### src/sv/srt_pkg.sv
`timescale 1ns / 1ps
// Package for the ascending value sorter: capacity, widths and shared types.
// No dependencies; used by srt_cell, sort_values_ascending and the testbench.
package srt_pkg;

   localparam int MaxItems   = 64;
   localparam int ValueWidth = 32;
   localparam int CountWidth = $clog2(MaxItems + 1);

   typedef logic signed [ValueWidth-1:0] value_type;
   typedef logic [CountWidth-1:0]        count_type;

   // Shared command to every cell of the chain.
   typedef struct packed {
      logic insert;
      logic drain;
   } cell_ctrl_type;

   typedef enum logic {
      StIdle,
      StDrain
   } state_type;

endpackage

### src/sv/srt_cell.sv
`timescale 1ns / 1ps
// One cell of the sorting chain: holds a single stored value.
// Depends on srt_pkg for the value and control types.
module srt_cell (
   input  logic                   clock,
   input  srt_pkg::cell_ctrl_type ctrl,
   input  srt_pkg::value_type     new_value,
   input  logic                   occupied,
   input  srt_pkg::value_type     left_value,
   input  logic                   left_greater,
   input  srt_pkg::value_type     right_value,
   output srt_pkg::value_type     value,
   output logic                   greater
);

   srt_pkg::value_type value_ff;
   srt_pkg::value_type value_in;

   // An empty cell counts as larger than any value, so new values land there.
   assign greater = !occupied || (value_ff > new_value);
   assign value   = value_ff;

   always_comb begin
      value_in = value_ff;
      if (ctrl.drain) begin
         value_in = right_value;
      end else if (ctrl.insert && greater) begin
         // The first greater cell takes the new value; the ones after it shift up.
         value_in = left_greater ? left_value : new_value;
      end
   end

   always_ff @(posedge clock) begin
      value_ff <= value_in;
   end

endmodule

### config.mk
export PLATFORM = sky130hd
export DESIGN_NAME = srt_cell
export DESIGN_NICKNAME = d
export VERILOG_FILES = /design/src/sv/srt_pkg.sv /design/src/sv/srt_cell.sv
export SDC_FILE = /design/constraint.sdc
export NUM_CORES = 1
export LEC_CHECK = 0
export ABC_CLOCK_PERIOD_IN_PS = 3200
export BUFFER_PORTS_ARGS = -buffer_cell sky130_fd_sc_hd__buf_2
export CAP_MARGIN = 20
export CORE_UTILIZATION = 41
export DETAILED_ROUTE_END_ITERATION = 6
export PLACE_DENSITY = 0.88
export SETUP_SLACK_MARGIN = 0.05
export SLEW_MARGIN = 10
export SYNTH_ARGS = -nofsm -noshare
export SYNTH_HDL_FRONTEND = slang
export SYNTH_SLANG_ARGS = --single-unit
export TNS_END_PERCENT = 100
### constraint.sdc
create_clock -name clock -period 3.2 [get_ports clock]
set_input_delay 0.32 -clock clock [delete_from_list [all_inputs] [get_ports clock]]
set_output_delay 0.32 -clock clock [all_outputs]
set_load 0.005 [all_outputs]
After elaboration in Yosys (flattened, before gate mapping)
Cells that the tools add are included.
{"block": "totals", "register_bits": 32, "input_bits": 101, "out_inout_bits": 33}
{"block": "classes", "n_lt_le_gt_ge": 1, "n_mux": 3, "n_reduce_logical": 4}
{"op": "32-bit two-way mux", "count": 3}
{"op": "32-bit > comparator", "count": 1}
{"op": "2-bit nonzero test", "count": 1}
{"op": "1-bit logical AND", "count": 1}
{"op": "1-bit logical NOT", "count": 1}
{"op": "1-bit logical OR", "count": 1}

Logic depth before layout (Yosys ltp)
Gate-level depths: netlist of the first run.
{"block": "logic_depth", "word_depth": 5, "depth_mapped": 8, "mapped_depth_nobuf": 8}

Worst setup path after synthesis of the first run
No wires, ideal clock.
{"block": "synth_timing", "path_kind": "register -> register", "startpoint": "register value_ff[14] (netlist: value[14])", "endpoint": "register value_ff[0] (netlist: value[0]), enable pin", "setup_time_ns": 0.425, "arrival_time_ns": 2.956, "required_ns": 2.775, "path_slack_ns": -0.181, "path_stages_with_launch": 7, "synth_period_minus_slack_ns": 3.381, "cell_sequence": "edfxtp_1 > ha_1 > nand4_2 > nor4_2 > a211oi_1 > o211a_1 > o21ai_1"}
{"block": "synth_via", "elab_chain_cells": 4}
{"element": "start, declared", "line": "srt_cell.sv:16", "source": "srt_pkg::value_type value_ff;"}
{"element": "start signal, assigned", "line": "srt_cell.sv:34", "source": "value_ff <= value_in;"}
{"element": "32-bit > comparator", "line": "srt_cell.sv:20", "source": "assign greater = !occupied || (value_ff > new_value);"}
{"element": "1-bit logical OR", "line": "srt_cell.sv:20"}
{"element": "1-bit logical AND", "line": "srt_cell.sv:27", "source": "end else if (ctrl.insert && greater) begin"}
{"element": "2-bit nonzero test (no source line)"}
No other way between the ends.
A chain may end at the register's enable or synchronous reset.

Final worst setup path of the first run
{"block": "layout_timing", "startpoint": "register value_ff[14] (netlist: value[14])", "endpoint": "register value_ff[19] (netlist: value[19]), enable pin"}
Same word-level chain as after synthesis.

==> results.txt, run 1 <==
Row cnt: 27
Final ANT Viol Nets: 0
DIE HEIGHT: 79.7 µm
Synth async-reset ratio: 0%
Worst hold path class: input port to flip-flop
Nets@finish: 525
Core area: 5680 µm²
Initial core utilization: 43.6%
Pwr dens: 372 nW/µm²
Die width: 79.7 µm
Final WL: 6.12 mm
Placed Instances: 457
Int Power: 857 µW
Setup crit end kind: flip-flop
Synth unique cells: 25
Post-synthesis sequential area ratio: 38.8%
Syn nets: 393
Worst path bufs/invs: 1
Top Family by Delay on Critical Path: compound AO/OA/AOI/OAI gates
Worst Setup Start Kind: flip-flop
Portion of total power attributed to sequential cells: 45.2%
Part of the power in the clock network: 24.1%
Largest net degree at the start of global routing: 35
Fin crit share: 81.8%
Hold buffer count at cts: 0
TritonCTS clock tree: yes
Worst Skew: 5.43 ps
First-pass GRT wire length: 9.94 mm
#FFs+latches synth: 32
Antenna cells: 0
CP arrival: 2590 ps
I/O pin count: 134
Total chip power: 1230 µW
Final hold violations: 0
Minimum clock period: 2620 ps
Global Route Usage Sum: 20.2%
Critical path depth: 7
Post-synth EDFFs: 32
Pins over their slew limit: 0
Post-CTS resize count: 0
Max reg flops: 32
Area delta synth->final: 33.4%
Hold Path Stages: 3
Max cap viols: 0
Grt ovf: 0
Most used DFF post-synth: edfxtp_1
Htree depth: 2
CP Data Required Time: 3180 ps
CP max stage cell: edfxtp_1
Drt pass-1 iters: 4
TritonCTS sink count: 32
Initial antenna violation count: 0
Placer Congestion: 0.748
Drt wl/cell: 13.2 µm
Max VDD drop: 0.195 mV
Worst-path fanout max: 12
Die area: 6350 µm²
Via Count: 2320
Lkg Pwr: 0.00177 µW
Max_slew headroom: 36.4%
Post-synthesis instance area: 2470 µm²
Final setup fails: 0
Worst-Skew Late Latency: 280 ps
CTS root buf: clkbuf_8
Gate power share: 30.7%
Gate Count Post-Synth: 260
Max clock buf depth: 2
Worst path cell trace: ha_1 -> nand4_2 -> nor4_2 -> a211oi_1 -> o211a_1 -> o21ai_4 -> buf_4
Switching pwr: 372 µW
FF-to-FF path depth: 7
Post-Layout Cell Count: 465
Worst slew pin tran: 954 ps
Fmax: 0.382 GHz
Share of layout cells above drive strength 1: 37.7%
RSZ-0062 raised after global routing: false
Worst-path clk slew: 70 ps
Sw Ratio: 30.3%
DRC Markers: 0
Port-buffer cells: 133
Critical path type: flip-flop to flip-flop
Number of global-route vias before repair: 2268
Yosys warns: 0
Worst stage delay on the critical path: 390 ps
CTS Buf Count: 5
Hpwl dp: 5.00 mm
Starting DRT DRC Count: 66
Routed vias/inst: 4.99
Mean cell area of the mapped netlist: 9.52 µm²
Setup bufs post-CTS: 0
Setup tns final: 0 ps
Status: finished, final reports clean
-- cells in the mapped netlist (2+ instances only) --
cell type / instances / area, µm²
a211oi_1: 2 / 15.0
a21o_1: 3 / 22.5
a21oi_1: 14 / 70.1
buf_2: 3 / 15.0
clkbuf_1: 8 / 30.0
edfxtp_1: 32 / 961
ha_1: 32 / 400
inv_1: 35 / 131
mux2i_1: 32 / 320
nand2_1: 38 / 143
nand3_1: 5 / 25.0
nand4_1: 5 / 31.3
nor2_1: 2 / 7.51
nor4_2: 2 / 25.0
o211a_1: 2 / 20.0
o21ai_0: 35 / 175
o21ai_1: 2 / 10.0
-- per-stage QoR --
| step | worst slack (ps) | area, µm² | hold WS, ps | utilization, % |
|---|---|---|---|---|
| floorplan | 411 | 2480 | 507 | - |
| global placement | 590 | 3220 | 600 | 56.7 |
| detailed placement | 502 | 3220 | 601 | 56.7 |
| CTS | 533 | 3300 | 308 | 58.2 |
| global route | 421 | 3300 | 301 | 58.2 |
| finish | 583 | 3300 | 315 | 58.2 |
-- cells in the final DEF (no fill, tap or decap), drive strengths merged --
cell type    n
a21o         3
o21a         1
a211oi       2
o211a        2
ha          32
o221ai       1
clkinv       3
nor2         2
o21ai       37
nand2b       1
mux2i       32
nand3        5
buf        136
inv         35
a2111oi      1
nand2       38
a21oi       14
and4         1
edfxtp      32
nor4         2
o31ai        1
or2          1
nand4        6
clkbuf       5
-- per-layer routing --
metal / wire [µm] / track usage (%) / vias up
li1: - / - / 1196
met1: 2530 / 23.2 / 1041
met3: 435 / 5.60 / 6
met2: 3100 / 36.8 / 77
met4: 46 / 4.73 / 0
met5: 0 / 0 / -
-- final timing paths --
path                    end  slack [ps]            start
setup reg to reg  value[19]         580        value[14]
hold / removal    value[21]         310  right_value[21]
hold reg to reg   value[10]        1260         value[2]
setup / recovery  value[19]         580        value[14]
-- worst reg2reg max path: stages, from the launching register on --
cell and delay (ps):
edfxtp_1 390, ha_1 330, nand4_2 160, nor4_2 350, a211oi_1 140, o211a_1 280
o21ai_4 370, buf_4 290
-- layout make-up --
type	count	area, µm²
Clock buffer	5	68.8
Clock inverter	3	13.8
Fill cell	508	2370
Inverter	35	131
Multi-Input combinational cell	182	1350
Sequential cell	32	961
Tap cell	72	90.1
Timing Repair Buffer	136	688
-- logic make-up (layout without fill, tap and decap cells) --
group	count (synthesis)	after routing	share of synthesized area, %
AOI/OAI and AO/OA	62	62	14.2
adders and majority gates	32	32	16.2
buffers and inverters	46	179	7.13
DFF	32	32	38.8
muxes	32	32	12.9
and+or+nand+nor	56	56	10.7
-- power groups by stage --
stage | clock network, µW | registers, µW | logic, µW
2_1_floorplan | 0 | 569 | 198
3_3_place_gp | 0 | 563 | 363
3_5_place_dp | 0 | 566 | 380
4_1_cts | 305 | 557 | 383
5_1_grt | 326 | 562 | 432
6_report | 296 | 556 | 377
No activity file was read; power rests on OpenSTA's default activity.
==> run 2: changes to the inputs <==
- ABC_AREA: not set -> 1
- ABC_CLOCK_PERIOD_IN_PS: 3200 -> 2600
- CORE_UTILIZATION: 41 -> 46
- PLACE_DENSITY: 0.88 -> 0.93
- clock period: 3.2 -> 2.6 ns (I/O delays scaled with it)
==> results.txt, run 2 <==
Via Count: 2520 (was 2320)
CP Data Required Time: 2570 ps (was 3180 ps)
I/O pin count: 134 (unchanged)
FF-to-FF path depth: 14 (was 7)
Post-synthesis instance area: 2520 µm² (was 2470 µm²)
Antenna cells: 0 (unchanged)
Row cnt: 26 (was 27)
Ranking of synthesized cells by area: edfxtp_1 (38%), ha_1 (16%), nand2_1 (10%) (was edfxtp_1 (39%), ha_1 (16%), mux2i_1 (13%))
Max clock buf depth: 2 (unchanged)
Commonest non-fill, non-tap cell in the layout: buf_2 (unchanged)
Worst Setup Start Kind: flip-flop (unchanged)
Final hold violations: 0 (unchanged)
Port-buffer cells: 133 (unchanged)
Post-route setup slack: 388 ps (was 583 ps)
Commonest non-fill, non-tap cells in the layout: buf_2 (133), nand2_1 (69), inv_1 (41) (was buf_2 (133), nand2_1 (38), inv_1 (35), o21ai_0 (35))
Worst path bufs/invs: 1 (unchanged)
Worst-path clk slew: 70 ps (about the same)
TritonCTS sink count: 32 (unchanged)
Worst hold path class: input port to flip-flop (unchanged)
Setup crit end kind: flip-flop (unchanged)
#FFs+latches synth: 32 (unchanged)
Most common library cells after synthesis: nand2_1 (69), inv_1 (41), edfxtp_1 (32), ha_1 (32), o21a_1 (31) (was nand2_1 (38), inv_1 (35), o21ai_0 (35))
Htree depth: 2 (unchanged)
Pwr dens: 449 nW/µm² (was 372 nW/µm²)
Max VDD drop: 0.320 mV (was 0.195 mV)
Max reg flops: 32 (unchanged)
CTS Buf Count: 5 (unchanged)
Max_slew headroom: 41.6% (was 36.4%)
CP most frequent cell: nand2_1
TritonCTS clock tree: yes (unchanged)
Area delta synth->final: 33.0% (was 33.4%)
Synth async-reset ratio: 0% (unchanged)
Largest area contributor in the netlist: edfxtp_1 (unchanged)
RR Startpoint: value[7] (was value[14])
Grt ovf: 0 (unchanged)
CP arrival: 2180 ps (was 2590 ps)
Setup tns final: 0 ps (unchanged)
Post-synthesis sequential area ratio: 38.2% (was 38.8%)
Critical path origin: value[7] (was value[14])
Most used DFF post-synth: edfxtp_1 (unchanged)
Fmax: 0.452 GHz (was 0.382 GHz)
Final setup fails: 0 (unchanged)
Placer Congestion: 0.774 (was 0.748)
Drt pass-1 iters: 4 (unchanged)
Final ANT Viol Nets: 0 (unchanged)
Share of layout cells above drive strength 1: 35.5% (was 37.7%)
Worst Skew: 3.88 ps (was 5.43 ps)
Hold path startpoint: right_value[20] (was right_value[21])
Hold buffer count at cts: 0 (unchanged)
Number of global-route vias before repair: 2555 (was 2268)
Worst stage delay on the critical path: 400 ps (was 390 ps)
Gate Count Post-Synth: 292 (was 260)
Worst path cell trace: ha_1 -> nand2_1 -> nor2_1 -> nand2_1 -> nand2_1 -> nand2_1 -> nand2_1 -> nand2_1 -> nand3_1 -> nand3_2 -> nand2_2 -> nand2_1 -> nand2_1 -> buf_12 (was ha_1 -> nand4_2 -> nor4_2 -> a211oi_1 -> o211a_1 -> o21ai_4 -> buf_4)
Die area: 5770 µm² (was 6350 µm²)
Drt wl/cell: 13.6 µm (was 13.2 µm)
Syn nets: 425 (was 393)
Routed vias/inst: 5.11 (was 4.99)
CP max stage cell: edfxtp_1 (unchanged)
Lkg Pwr: 0.00171 µW (was 0.00177 µW)
Global Route Usage Sum: 23.3% (was 20.2%)
Minimum clock period: 2210 ps (was 2620 ps)
Area after DPL: 3270 µm² (was 3220 µm²)
R2R Setup Slk: 390 ps (was 580 ps)
Initial antenna violation count: 0 (unchanged)
Hold Path Stages: 2 (was 3)
CTS root buf: clkbuf_8 (unchanged)
Max cap viols: 0 (unchanged)
Status: finished, final reports clean (unchanged)
Count leader, synth: nand2_1 (unchanged)
Fin crit share: 85.1% (was 81.8%)
Initial core utilization: 48.7% (was 43.6%)
Starting DRT DRC Count: 123 (was 66)
RSZ-0062 raised after global routing: false (unchanged)
Cell area after layout: 3350 µm² (was 3300 µm²)
Largest net degree at the start of global routing: 63 (was 35)
First-pass GRT wire length: 10.9 mm (was 9.94 mm)
Critical path depth: 14 (was 7)
DRC Markers: 0 (unchanged)
Pins over their slew limit: 0 (unchanged)
Critical path type: flip-flop to flip-flop (unchanged)
Worst-path fanout max: 32 (was 12)
Top Family by Delay on Critical Path: simple AND/OR/NAND/NOR gates (was compound AO/OA/AOI/OAI gates)
Synth unique cells: 21 (was 25)
Synth top area share: 38.2% (was 38.8%)
Mean cell area of the mapped netlist: 8.62 µm² (was 9.52 µm²)
Post-CTS resize count: 0 (unchanged)
Core area: 5170 µm² (was 5680 µm²)
Post-synth EDFFs: 32 (unchanged)
Worst-Skew Late Latency: 280 ps (about the same)
Post-Place Worst Slack: 377 ps (was 502 ps)
Nets@finish: 555 (was 525)
Yosys warns: 0 (unchanged)
DIE HEIGHT: 76.0 µm (was 79.7 µm)
Final WL: 6.68 mm (was 6.12 mm)
Setup bufs post-CTS: 0 (unchanged)
Die width: 76.0 µm (was 79.7 µm)
Worst slew pin tran: 874 ps (was 954 ps)
Hpwl dp: 5.23 mm (was 5.00 mm)
-- run 2: changes by cell type after synthesis, sizes merged, moves of 7 or more --
cell | previous run | this run
nor2 | 2 | 12
inv | 35 | 42
o21a | 1 | 31
o21ai | 37 | 2
o211ai | 0 | 29
mux2i | 32 | 0
nand2 | 38 | 71
-- run 2: final timing paths --
path,to
worst max register to register,value[13]
worst min-delay path,value[20]
worst max-delay path,value[13]
worst min register to register,value[23]
-- run 2: logic make-up after synthesis --
group                    after synthesis  synth area share, %
adder cells (fa/ha/maj)               32                 15.9
AO/OA/AOI/OAI                         83                 22.7
flip-flops                            32                 38.2
buffers and inverters                 55                 8.25
AND/OR/NAND/NOR                       90                 15.0
-- run 2: through the flow --
| stage | power (µW) | util [%] | instances | hold WS [ps] |
|---|---|---|---|---|
| 5_1_grt | 1610 | 64.7 | 493 | 236 |
| 3_3_place_gp | 1120 | 63.2 | 485 | 533 |
| 3_5_place_dp | 1150 | 63.2 | 485 | 533 |
| 4_1_cts | 1520 | 64.7 | 493 | 246 |
| 2_1_floorplan | 942 | - | 292 | 446 |
| 6_report | 1500 | 64.7 | 493 | 252 |
-- run 2: per-layer routing --
layer	part of all wire [%]	global-route usage [%]
met1	41	25.5
met2	52	43.8
met3	5.5	5.75
met4	1.2	7.69
met5	0	0
-- run 2: report_power, final --
group / switching, µW / internal [µW] / total, µW
Clock: 179 / 186 / 365
Sequential: 30.7 / 640 / 671
Combinational: 246 / 222 / 468
-- run 2: area by class of cell --
cell class	instances	area, µm²
fillers	421	1820
flip-flops and latches	32	961
clock inverters	1	3.75
clock buffers	7	76.3
inverters	42	158
well taps	70	87.6
repair buffers	136	713
multi-input cells	205	1350
